## src/design/esu_pkg.sv

```systemverilog
// shared types, codes and the reset contents of the translation table
`default_nettype none
package esu_pkg;

	localparam logic FUNC_TEXT   = 1'b0;
	localparam logic FUNC_DEFINE = 1'b1;

	localparam logic [7:0] CH_NUL    = 8'h00;
	localparam logic [7:0] CH_BSLASH = 8'h5C;
	localparam logic [7:0] CH_CARET  = 8'h5E;
	localparam logic [7:0] CH_LOW_X  = 8'h78;
	localparam logic [7:0] CH_UP_X   = 8'h58;
	localparam logic [7:0] CH_ZERO   = 8'h30;
	localparam logic [7:0] CH_SEVEN  = 8'h37;
	localparam logic [7:0] CTRL_MASK = 8'h1F;

	localparam int TBL_DEPTH = 256;
	localparam int TBL_AW    = 8;

	typedef enum logic [2:0] {
		MODE_IDLE  = 3'd0,
		MODE_ESC   = 3'd1,
		MODE_OCT   = 3'd2,
		MODE_HEX   = 3'd3,
		MODE_CARET = 3'd4
	} mode_t;

	typedef struct packed {
		logic       func;
		logic [7:0] in_byte;
		logic [7:0] entry_index;
		logic [7:0] entry_value;
	} in_t;

	typedef struct packed {
		logic [7:0] out_byte;
		logic       run_last;
		logic       string_end;
	} out_t;

	// up to two results produced by one text beat
	typedef struct packed {
		logic [1:0] n;
		out_t       r0;
		out_t       r1;
	} res_t;

	typedef struct packed {
		logic [1:0] level;
		logic [1:0] free;
	} ob_stat_t;

	function automatic logic [7:0] default_char(input logic [7:0] b);
		logic [7:0] v;
		unique case (b)
			8'd10: v = 8'd32;
			8'h45: v = 8'd67;
			8'h51: v = 8'd34;
			8'h61: v = 8'd7;
			8'h62: v = 8'd8;
			8'h64: v = 8'd127;
			8'h65: v = 8'd27;
			8'h66: v = 8'd12;
			8'h6E: v = 8'd10;
			8'h71: v = 8'd39;
			8'h72: v = 8'd13;
			8'h73: v = 8'd32;
			8'h74: v = 8'd9;
			8'h76: v = 8'd11;
			default: v = b;
		endcase
		return v;
	endfunction

endpackage
`default_nettype wire

```

## src/design/escape_sequence_unescaper.sv

```systemverilog
// top level of the escape sequence unescaper
//
// One beat is accepted per cycle while the result buffer has room for its
// results. The byte is registered together with the translation table
// read, which comes from a ram port with registered read data, and the
// parser works out the results of the beat in the next cycle and pushes
// them into the result buffer once it has room. A beat that gives two
// results (a digit run ended by a byte other than a backslash or caret)
// has them offered one after the other, so the input rate then follows
// the output rate through a two-entry result buffer. Define beats write
// the table at acceptance and give no result; entries never written read
// their built-in default through a valid bit per entry that reset clears.
`default_nettype none
module escape_sequence_unescaper
	import esu_pkg::*;
(
	input  wire logic clk,
	input  wire logic arst_n,
	input  wire logic in_valid,
	output logic      in_ready,
	input  wire in_t  in_data,
	output logic      out_valid,
	input  wire logic out_ready,
	output out_t      out_data
);

	logic       s1_valid_q;
	in_t        item_s1;
	logic       tvalid_s1;
	logic       tbl_valid_q [TBL_DEPTH];
	logic [7:0] ram_rdata;
	logic [7:0] tbl_val;
	logic       in_fire, fire;
	res_t       res;
	ob_stat_t   stat;

	assign in_fire  = in_valid && in_ready;
	assign fire     = s1_valid_q && (res.n <= stat.free);
	assign in_ready = !s1_valid_q || fire;
	assign tbl_val  = tvalid_s1 ? ram_rdata : default_char(item_s1.in_byte);

	esu_ram #(
		.WIDTH(8),
		.DEPTH(TBL_DEPTH)
	) u_tbl (
		.clk    (clk),
		.wr_en  (in_fire && in_data.func == FUNC_DEFINE),
		.wr_addr(in_data.entry_index),
		.wr_data(in_data.entry_value),
		.rd_en  (in_fire),
		.rd_addr(in_data.in_byte),
		.rd_data(ram_rdata)
	);

	always_ff @(posedge clk or negedge arst_n) begin
		if (!arst_n) begin
			s1_valid_q <= 1'b0;
			for (int i = 0; i < TBL_DEPTH; i++) begin
				tbl_valid_q[i] <= 1'b0;
			end
		end else begin
			if (in_ready) begin
				s1_valid_q <= in_valid;
			end
			if (in_fire && in_data.func == FUNC_DEFINE) begin
				tbl_valid_q[in_data.entry_index] <= 1'b1;
			end
		end
	end

	always_ff @(posedge clk) begin
		if (in_fire) begin
			item_s1   <= in_data;
			tvalid_s1 <= tbl_valid_q[in_data.in_byte];
		end
	end

	esu_parse u_parse (
		.clk    (clk),
		.arst_n (arst_n),
		.upd    (fire),
		.item   (item_s1),
		.tbl_val(tbl_val),
		.res    (res)
	);

	esu_outbuf u_outbuf (
		.clk      (clk),
		.arst_n   (arst_n),
		.push     (fire),
		.res      (res),
		.out_valid(out_valid),
		.out_ready(out_ready),
		.out_data (out_data),
		.stat     (stat)
	);

	// buffer never holds more than two results
	a_level: assert property (@(posedge clk) disable iff (!arst_n)
		stat.level <= 2'd2)
		else $error("result buffer overfilled");

	// a define beat never produces a result
	a_define_silent: assert property (@(posedge clk) disable iff (!arst_n)
		s1_valid_q && item_s1.func == FUNC_DEFINE |-> res.n == 2'd0)
		else $error("define beat produced a result");

	// a written entry is marked valid right after its define beat
	a_tbl_valid: assert property (@(posedge clk) disable iff (!arst_n)
		in_fire && in_data.func == FUNC_DEFINE |=> tbl_valid_q[$past(in_data.entry_index)])
		else $error("table valid bit not set");

	// input is held off only while a beat waits in the parser stage
	a_stall: assert property (@(posedge clk) disable iff (!arst_n)
		!in_ready |-> s1_valid_q && !fire)
		else $error("input stalled with empty parser stage");

endmodule
`default_nettype wire

```

## src/design/esu_ram.sv

```systemverilog
// generic single write, single read ram with registered read data
`default_nettype none
module esu_ram #(
	parameter int WIDTH = 8,
	parameter int DEPTH = 256
) (
	input  wire logic                     clk,
	input  wire logic                     wr_en,
	input  wire logic [$clog2(DEPTH)-1:0] wr_addr,
	input  wire logic [WIDTH-1:0]         wr_data,
	input  wire logic                     rd_en,
	input  wire logic [$clog2(DEPTH)-1:0] rd_addr,
	output logic      [WIDTH-1:0]         rd_data
);

	logic [WIDTH-1:0] mem [DEPTH];

	always_ff @(posedge clk) begin
		if (wr_en) begin
			mem[wr_addr] <= wr_data;
		end
		if (rd_en) begin
			rd_data <= mem[rd_addr];
		end
	end

endmodule
`default_nettype wire

```

## src/design/esu_parse.sv

```systemverilog
// escape parser: mode, accumulator and digit count, results for one text beat
`default_nettype none
module esu_parse
	import esu_pkg::*;
(
	input  wire logic       clk,
	input  wire logic       arst_n,
	input  wire logic       upd,
	input  wire in_t        item,
	input  wire logic [7:0] tbl_val,
	output res_t            res
);

	mode_t      mode_q, mode_n;
	logic [7:0] acc_q, acc_n;
	logic [1:0] cnt_q, cnt_n;

	logic [7:0] b;
	logic       id_emit, id_end;
	mode_t      id_mode;
	logic       is_oct, is_hex;
	logic [3:0] hex_val;
	logic [1:0] cnt_inc;
	res_t       r;

	always_comb begin
		b       = item.in_byte;
		id_emit = (b != CH_BSLASH) && (b != CH_CARET);
		id_end  = (b == CH_NUL);
		if (b == CH_BSLASH) begin
			id_mode = MODE_ESC;
		end else if (b == CH_CARET) begin
			id_mode = MODE_CARET;
		end else begin
			id_mode = MODE_IDLE;
		end
		is_oct = (b >= CH_ZERO) && (b <= CH_SEVEN);
		is_hex = 1'b1;
		hex_val = 4'd0;
		if (b >= 8'h30 && b <= 8'h39) begin
			hex_val = 4'(b - 8'h30);
		end else if (b >= 8'h61 && b <= 8'h66) begin
			hex_val = 4'(b - 8'h57);
		end else if (b >= 8'h41 && b <= 8'h46) begin
			hex_val = 4'(b - 8'h37);
		end else begin
			is_hex = 1'b0;
		end
		cnt_inc = cnt_q + 2'd1;

		mode_n = mode_q;
		acc_n  = acc_q;
		cnt_n  = cnt_q;
		r      = '0;

		if (item.func == FUNC_TEXT) begin
			unique case (mode_q)
				MODE_ESC: begin
					mode_n = MODE_IDLE;
					if (b == CH_NUL) begin
						r.n  = 2'd1;
						r.r0 = '{out_byte: CH_NUL, run_last: 1'b0, string_end: 1'b1};
					end else if (is_oct) begin
						acc_n  = {5'd0, b[2:0]};
						cnt_n  = 2'd1;
						mode_n = MODE_OCT;
					end else if (b == CH_LOW_X || b == CH_UP_X) begin
						acc_n  = 8'd0;
						cnt_n  = 2'd0;
						mode_n = MODE_HEX;
					end else begin
						r.n  = 2'd1;
						r.r0 = '{out_byte: tbl_val, run_last: 1'b0, string_end: 1'b0};
					end
				end
				MODE_OCT: begin
					if (is_oct) begin
						// value wraps modulo 256
						acc_n = {acc_q[4:0], b[2:0]};
						cnt_n = cnt_inc;
						if (cnt_inc == 2'd3 || cnt_inc == 2'd0) begin
							mode_n = MODE_IDLE;
							cnt_n  = 2'd0;
							r.n    = 2'd1;
							r.r0   = '{out_byte: acc_n, run_last: 1'b0, string_end: 1'b0};
						end
					end else begin
						mode_n = id_mode;
						cnt_n  = 2'd0;
						r.r0   = '{out_byte: acc_q, run_last: 1'b0, string_end: 1'b0};
						r.r1   = '{out_byte: b, run_last: 1'b0, string_end: id_end};
						r.n    = id_emit ? 2'd2 : 2'd1;
					end
				end
				MODE_HEX: begin
					if (is_hex) begin
						acc_n = {acc_q[3:0], hex_val};
						cnt_n = cnt_inc;
						if (cnt_inc == 2'd2 || cnt_inc == 2'd3 || cnt_inc == 2'd0) begin
							mode_n = MODE_IDLE;
							cnt_n  = 2'd0;
							r.n    = 2'd1;
							r.r0   = '{out_byte: acc_n, run_last: 1'b0, string_end: 1'b0};
						end
					end else begin
						mode_n = id_mode;
						cnt_n  = 2'd0;
						r.r0   = '{out_byte: acc_q, run_last: 1'b0, string_end: 1'b0};
						r.r1   = '{out_byte: b, run_last: 1'b0, string_end: id_end};
						r.n    = id_emit ? 2'd2 : 2'd1;
					end
				end
				MODE_CARET: begin
					mode_n = MODE_IDLE;
					r.n    = 2'd1;
					r.r0   = '{out_byte: b & CTRL_MASK, run_last: 1'b0, string_end: id_end};
				end
				default: begin
					mode_n = id_mode;
					if (id_emit) begin
						r.n  = 2'd1;
						r.r0 = '{out_byte: b, run_last: 1'b0, string_end: id_end};
					end
				end
			endcase
		end

		if (r.n == 2'd1) begin
			r.r0.run_last = 1'b1;
		end else if (r.n == 2'd2) begin
			r.r1.run_last = 1'b1;
		end
		res = r;
	end

	always_ff @(posedge clk or negedge arst_n) begin
		if (!arst_n) begin
			mode_q <= MODE_IDLE;
			acc_q  <= 8'd0;
			cnt_q  <= 2'd0;
		end else if (upd && item.func == FUNC_TEXT) begin
			mode_q <= mode_n;
			acc_q  <= acc_n;
			cnt_q  <= cnt_n;
		end
	end

endmodule
`default_nettype wire

```

## src/design/esu_outbuf.sv

```systemverilog
// two-entry result buffer between the parser and the output channel
`default_nettype none
module esu_outbuf
	import esu_pkg::*;
(
	input  wire logic clk,
	input  wire logic arst_n,
	input  wire logic push,
	input  wire res_t res,
	output logic      out_valid,
	input  wire logic out_ready,
	output out_t      out_data,
	output ob_stat_t  stat
);

	out_t       slot0_q, slot1_q;
	out_t       slot0_n, slot1_n;
	logic [1:0] level_q, level_n;
	logic [1:0] rem, n_eff;
	logic       pop;

	always_comb begin
		pop   = out_valid && out_ready;
		rem   = level_q - {1'b0, pop};
		n_eff = push ? res.n : 2'd0;

		slot0_n = slot0_q;
		slot1_n = slot1_q;
		if (pop) begin
			slot0_n = slot1_q;
		end
		// append after whatever is left once the head result is gone
		if (rem == 2'd0) begin
			if (n_eff != 2'd0) begin
				slot0_n = res.r0;
			end
			if (n_eff == 2'd2) begin
				slot1_n = res.r1;
			end
		end else if (rem == 2'd1 && n_eff != 2'd0) begin
			slot1_n = res.r0;
		end
		level_n = rem + n_eff;

		stat.level = level_q;
		stat.free  = 2'(3'd2 - {1'b0, level_q} + {2'd0, pop});
	end

	assign out_valid = (level_q != 2'd0);
	assign out_data  = slot0_q;

	always_ff @(posedge clk or negedge arst_n) begin
		if (!arst_n) begin
			level_q <= 2'd0;
		end else begin
			level_q <= level_n;
		end
	end

	always_ff @(posedge clk) begin
		slot0_q <= slot0_n;
		slot1_q <= slot1_n;
	end

endmodule
`default_nettype wire
```

## config.mk

```make
export PLATFORM = sky130hd
export DESIGN_NAME = escape_sequence_unescaper
export DESIGN_NICKNAME = d
export VERILOG_FILES = /design/src/design/esu_pkg.sv /design/src/design/escape_sequence_unescaper.sv /design/src/design/esu_ram.sv /design/src/design/esu_parse.sv /design/src/design/esu_outbuf.sv
export SDC_FILE = /design/constraint.sdc
export NUM_CORES = 2
export LEC_CHECK = 0
export BUFFER_PORTS_ARGS = -buffer_cell sky130_fd_sc_hd__clkbuf_2
export CAP_MARGIN = 25
export CELL_PAD_IN_SITES_DETAIL_PLACEMENT = 1
export CELL_PAD_IN_SITES_GLOBAL_PLACEMENT = 2
export CORE_MARGIN = 5
export CORE_UTILIZATION = 50
export DETAILED_ROUTE_END_ITERATION = 8
export PLACE_DENSITY_LB_ADDON = 0.08
export SLEW_MARGIN = 20
export SYNTH_ARGS = -nofsm -noshare
export SYNTH_HDL_FRONTEND = slang
export SYNTH_SLANG_ARGS = --single-unit
export TNS_END_PERCENT = 5
```

## constraint.sdc

```tcl
create_clock -name clk -period 5.5 [get_ports clk]
set_clock_uncertainty 0.1 [all_clocks]
set_input_delay 0.825 -clock clk [delete_from_list [all_inputs] [get_ports clk]]
set_output_delay 0.825 -clock clk [all_outputs]
set_load 0.02 [all_outputs]
```

After elaboration in Yosys (flattened, before gate mapping)
Memory sizes are Yosys's and may differ from the RTL's. A register that Yosys moved wholly into a read port is not among the register bits.
Cells that the tools add are included.
W data, S select, Z words.
{ "word_totals": {"output_inout_bits": 12, "mem_count": 1, "input_bits": 29, "mem_bits_rw": 2048, "elab_cells": 424, "register_bits": 302} }
{ "mem_list": {"columns": ["name", "words", "word_bits", "rd", "rd_clocked_by_memory_dff", "wr", "line", "source"], "rows": [
  ["u_tbl.mem", 256, 8, 1, 1, 1, "esu_ram.sv:16", "logic [WIDTH-1:0] mem [DEPTH];"]
]} }
{ "op_classes": {"reduce_logical": 30, "n_bitwise": 4, "eq_ne": 37, "n_addsub": 8, "n_lt_le_gt_ge": 11, "mux": 63} }
{ "op_table": {"columns": ["cell", "n"], "rows": [
  ["$or A256 B256 Y256", 1],
  ["$eq A8 B7 Y1 const B", 17],
  ["$pmux W8 S13", 1],
  ["$mux W10", 8],
  ["$mux W12", 4],
  ["$mux W8", 6],
  ["$pmux W12 S4", 1],
  ["$mux W11", 4],
  ["$mux W3", 8],
  ["$pmux W8 S3", 1],
  ["$mux W22", 1],
  ["$mux W2", 10],
  ["$pmux W10 S2", 1],
  ["$ge A9 B9 Y1 const B", 2],
  ["$not A8 Y9", 2],
  ["$ge A8 B7 Y1 const B", 2],
  ["$le A8 B6 Y1 const B", 2],
  ["$le A8 B7 Y1 const B", 2],
  ["$ne A8 B7 Y1 const B", 2],
  ["$logic_and A1 B1 Y1", 12],
  ["$mux W4", 3],
  ["$pmux W3 S4", 1],
  ["$mux W1", 11],
  ["$lt A9 B1 Y1 const B", 1],
  ["34 further kinds", 50]
]} }

Depth between registers and ports, before layout
{ "logic_depth": {"word_depth": 16, "mapped_depth": 20, "ltp_nobuf": 16} }

Hierarchy
Synthesis repeated with hierarchy kept, for this count alone.
{ "hier_totals": {"cells_unflattened": 4971, "hier_area_um2": 94733.4} }
{ "by_module_without_submodules": {"columns": ["mod", "cells_per_inst", "instances", "seq_area_each_um2", "area_each_um2"], "rows": [
  ["esu_ram", 3733, 1, 61739.2, 79636.4],
  ["escape_sequence_unescaper", 944, 1, 7211.9, 12251.8],
  ["esu_parse", 219, 1, 325.3, 1731.7],
  ["esu_outbuf", 75, 1, 550.5, 1113.6]
]} }

Worst setup path after synthesis
No wires, ideal clock.
{ "synth_timing": {"kind": "register -> register", "startpoint": "register item_s1[16] in the netlist's numbering", "endpoint": "memory u_tbl.mem[63][0] (enable)", "path_slack_ns": 0.438, "t_required_ns": 5.027, "setup_ns": 0.373, "path_buffers": 3, "stages_incl_launch_ff": 18, "period_less_slack_ns": 5.062, "arrival_ns": 4.589, "cell_sequence": "edfxtp_1 > clkbuf_1 > inv_1 > ha_1 > clkbuf_1 > o21ba_2 > o21ai_2 > o41ai_4 > a211oi_4 > and3_1 > ha_1 > nor2b_1 > o211ai_1 > nand3_1 > nor3_1 > nand3_1 > clkbuf_1 > nor2_1"} }
{ "synth_between": {"elab_chain_cells": 15, "elab_cells_between_ends": 37, "cone_classes": "8 x order compare; 4 x eq/ne; 14 x mux; 11 x reduce/logical"} }
{ "synth_rtl": {"columns": ["element", "line", "source"], "rows": [
  ["start, declared", "escape_sequence_unescaper.sv:28", "in_t item_s1;"],
  ["start signal, assigned", "escape_sequence_unescaper.sv:73", "item_s1 <= in_data;"],
  ["$ge A8 B7 Y1 or $le A8 B7 Y1 (tied branches)", "esu_parse.sv:44", "end else if (b >= 8'h41 && b <= 8'h46) begin"],
  ["$logic_and A1 B1 Y1", "esu_parse.sv:44", null],
  ["$mux W1", "esu_parse.sv:44", null],
  ["$mux W1", "esu_parse.sv:42", "end else if (b >= 8'h61 && b <= 8'h66) begin"],
  ["$mux W1", "esu_parse.sv:40", "if (b >= 8'h30 && b <= 8'h39) begin"],
  ["$mux W12", "esu_parse.sv:96", "if (is_hex) begin"],
  ["$pmux W12 S4 (*)", "esu_parse.sv:57", "unique case (mode_q)"],
  ["$mux W22 (*)", "esu_parse.sv:56", "if (item.func == FUNC_TEXT) begin"],
  ["$le A2 B2 Y1 (*)", "escape_sequence_unescaper.sv:38", "assign fire = s1_valid_q && (res.n <= stat.free);"],
  ["$logic_and A1 B1 Y1 (*)", "escape_sequence_unescaper.sv:38", null],
  ["$logic_or A1 B1 Y1 (*)", "escape_sequence_unescaper.sv:39", "assign in_ready = !s1_valid_q || fire;"],
  ["via in_ready", "escape_sequence_unescaper.sv:20", "output logic in_ready,"],
  ["$logic_and A1 B1 Y1 (*)", "escape_sequence_unescaper.sv:37", "assign in_fire = in_valid && in_ready;"],
  ["$logic_and A1 B1 Y1 (*)", "escape_sequence_unescaper.sv:47", ".wr_en (in_fire && in_data.func == FUNC_DEFINE),"],
  ["$mux W1 (*)", "esu_ram.sv:19", "if (wr_en) begin"],
  ["$mux W1 (not written as such) (*)", "esu_ram.sv:20", "mem[wr_addr] <= wr_data;"],
  ["end, declared", "esu_ram.sv:16", null]
]} }
Mark *: on every way through the listed nets, which the timed path passes. The rest lies on a longest branch.

Worst setup path after layout
{ "layout_timing": {"startpoint": "register item_s1[16] in the netlist's numbering", "endpoint": "output port in_ready"} }
{ "layout_between": {"elab_chain_cells": 11, "elab_cells_between_ends": 33, "cone_classes": "8 x order compare; 4 x eq/ne; 12 x mux; 9 x reduce/logical"} }
{ "layout_rtl": {"columns": ["element", "line"], "rows": [
  ["$ge A8 B7 Y1 or $le A8 B7 Y1 (tied branches)", "esu_parse.sv:44"],
  ["$logic_and A1 B1 Y1", "esu_parse.sv:44"],
  ["$mux W1", "esu_parse.sv:44"],
  ["$mux W1", "esu_parse.sv:42"],
  ["$mux W1", "esu_parse.sv:40"],
  ["$mux W12", "esu_parse.sv:96"],
  ["$pmux W12 S4 (*)", "esu_parse.sv:57"],
  ["$mux W22 (*)", "esu_parse.sv:56"],
  ["$le A2 B2 Y1 (*)", "escape_sequence_unescaper.sv:38"],
  ["$logic_and A1 B1 Y1 (*)", "escape_sequence_unescaper.sv:38"],
  ["$logic_or A1 B1 Y1 (*)", "escape_sequence_unescaper.sv:39"],
  ["end, declared", "escape_sequence_unescaper.sv:20"]
]} }
Mark *: on every way between the ends. The rest lies on a longest branch, timed or not.

==> run_results.csv <==
group,metric,value,unit
run_status,outcome,"finished clean",
clock_tree,cts_buffer_depth,3,
grt,grt_pass1_vias,49500,
sta,rsz0062_at_grt,"true",
pwr,p_leak,0.0367,uW
sta,drv_slew,0,
critical_path,critical_path_peak_fanout,10,
final_layout,final_cells,7779,
synth,synth_area,0.0927,sq mm
synth,synth_area_leader_cell,"edfxtp_1",
clock_tree,cts_tree,"yes",
grt,grt_antenna_before_repair,6,
final_layout,layout.nets,5124,
final_layout,area_delta_synth_final,14.9,%
critical_path,r2r-start,"item_s1[16]$_DFFE_PP_",
route,ant_nets,0,
sta,fin_tns_setup,0,ns
final_layout,drive_gt1_frac,0.341,
route,firstDrtPassIters,5,
min_path,holdPathStages,2,
sta,fin_crit_sh,0.945,
final_layout,fillers,15900,
die,core,0.185,sq mm
placement,dpl.hpwl,155000,um
route,via_per_inst,6.06,
die,start_util,0.501,
synth,synth.avg_cell_area,20.1,sq um
critical_path,r2r_end,"u_tbl.mem[46][2]$_DFFE_PP_",
min_path,whs_endpoint,"s1_valid_q$_DFFE_PN0P_",
synth,async_reset_ff_frac,0.115,
clock_tree,cts_buffers,237,
grt,gr-total-overflow,0,
min_path,hp-start,"in_valid",
critical_path,worst-setup-path-type,"flop to output pin",
pwr,vdd_ir_drop_max,0.285,mV
clock_tree,clk_pin_slew_worst_paths,0.06,ns
clock_tree,cts-root-buf,"clkbuf_16",
placement,dp.cells,7322,
critical_path,cp_data_required_time,4.58,ns
synth,synth_area_leaders,"edfxtp_1 67%, mux4_2 14%, dfrtp_1 7.3%",
sta,finalSetupViolations,0,
synth,ys_warn_count,0,
die,dieWidth,441,um
sta,finalWorstSetupSlack,0.302,ns
synth,synth_top_area_frac,0.672,
placement,pre_cts_slack,0.390,ns
die,dieHeight,441,um
synth,synth_common_cells,"2076 x edfxtp_1, 594 x mux4_2, 333 x nor2_1",
pwr,power_density,366,mW/mm^2
synth,synth_ff_type,"edfxtp_1",
sta,max_slew.worst_pin.slew,1.06,ns
route,drt-total-wl,248000,um
placement,io_buffers,40,
die,ios,41,
critical_path,worst_setup_path_end_kind,"output pin",
synth,syn_inst,4623,
critical_path,ff2ff_setup_slack,0.36,ns
sta,slew_headroom,0.291,
clock_tree,insertion_delay,0.86,ns
grt,grt_pass1_wl,363000,um
clock_tree,cts_setup_buffers,0,
synth,ys_seq_area_frac,0.748,
route,num_vias,47100,
sta,period_minus_slack,5.20,ns
synth,yosysMostFrequentCell,"edfxtp_1",
synth,synth_edf_count,2076,
grt,grt_usage,0.259,
clock_tree,clkSinkCount,2358,
placement,gp_congestion,0.837,
die,die_area,0.194,sq mm
sta,holdWs,0.233,ns
critical_path,arrival,4.27,ns
route,routedWlPerCell,31.8,um
run,cap_violations,0,
synth,synth_cell_type_count,81,
clock_tree,cts.htree.levels,4,
final_layout,utilization,0.576,
min_path,hold_path.class,"input port to flop",
sta,hold_viol_final,0,
route,drc,0,
critical_path,reg2reg_depth,19,
die,row_count,158,
synth,synth_nets,4664,
grt,grt_max_degree,155,
route,drt_first_iter_violations,4677,
critical_path,start_kind,"flop",
synth,ys_seq_elements,2358,
sta,fmax,0.192,GHz
==> how the worst max path moves through the flow <==
stage                                startpoint                    endpoint  slack (ns)  cells past startpoint
after floorplan           item_s1[16]$_DFFE_PP_  u_tbl.mem[63][0]$_DFFE_PP_        0.44                     17
after global placement    item_s1[16]$_DFFE_PP_  u_tbl.mem[44][5]$_DFFE_PP_        0.47                     19
after detailed placement  item_s1[16]$_DFFE_PP_  u_tbl.mem[44][5]$_DFFE_PP_        0.39                     19
after CTS                 item_s1[16]$_DFFE_PP_                    in_ready        0.24                     15
after global routing      item_s1[16]$_DFFE_PP_  u_tbl.mem[46][7]$_DFFE_PP_       -0.05                     18
final                     item_s1[16]$_DFFE_PP_                    in_ready        0.30                     15
==> critical path, stage by stage, from the launching register on <==
cell      delay (ns)
edfxtp_1        0.38
buf_4           0.19
ha_1            0.31
o21ba_2         0.25
o21ai_2         0.18
buf_4           0.21
o41a_1          0.16
buf_4           0.16
o21ai_0         0.09
a221o_1         0.42
nand2_1         0.17
ha_1            0.16
nor2b_1         0.05
o211ai_1        0.27
buf_4           0.23
clkbuf_2        0.20
==> kinds of logic after synthesis <==
logic type      share of synthesized area
flops                               0.748
xor+xnor                         0.000755
buf+inv                            0.0132
fa+ha+maj                         0.00162
simple gates                       0.0442
mux                                 0.164
compound gates                     0.0286
==> per-stage QoR <==
step	power, uW	area, sq um
2_1_floorplan	21800	92700
3_3_place_gp	23100	98600
3_5_place_dp	23100	98700
4_1_cts	39300	107000
5_1_grt	40400	107000
6_report	39000	107000
==> registers in the layout, summed over array words and instances, names as in the netlist <==
name               flops
s1_valid_q             1
u_outbuf.out_data     10
tbl_valid_q          256
tvalid_s1              1
u_parse.mode_q         3
u_parse.cnt_q          2
u_outbuf.level_q       2
u_tbl.rd_data          8
u_parse.acc_q          8
u_tbl.mem           2048
u_outbuf.slot1_q      10
item_s1                9
==> placed cells by master (no fill, tap or decap), drive strengths merged, types with 12 or more instances in the layout <==
cell type and count:
o22ai 96, clkbuf 346, edfxtp 2076, nor2 333, o21ai 50, nand2 104
nand3 21, bufinv 21, a31oi 28, buf 449, mux2i 95, mux2 77
o221ai 20, clkinv 98, inv 24, or2 262, nor2b 18, a22oi 42
nor3 15, dfrtp 272, a211oi 22, ha 12, o2111ai 17, mux4 594
a21oi 59
==> per-layer routing <==
layer	global-route usage	vias up	routed length [um]
met5	0	-	0
met4	0.0598	0	5610
met3	0.0369	289	13500
met2	0.411	1427	120000
met1	0.387	25600	108000
li1	-	19800	-
==> power by group <==
part,internal [uW],switching (uW)
clock network,9400,6840
registers,19800,157
logic,1040,1780
==> area by class of cell <==
| type | count | area (sq um) | share of cell area |
|---|---|---|---|
| multi-input cells | 1993 | 22200 | 0.208 |
| clock inverters | 134 | 1280 | 0.0120 |
| clock buffers | 320 | 6620 | 0.0621 |
| inverters | 17 | 63.8 | 0.000599 |
| well taps | 2480 | 3100 | 0.0291 |
| diodes | 1 | 2.50 | 0.0000235 |
| flip-flops and latches | 2358 | 69300 | 0.651 |
| repair buffers | 476 | 3980 | 0.0373 |
==> repair_timing <==
action,4_1_cts,5_1_grt
endpoints found under the hold margin,45,0
gates resized for setup,0,3
hold buffers,1,0
setup endpoints to repair,0,21
(Power assumes the default switching activity.)
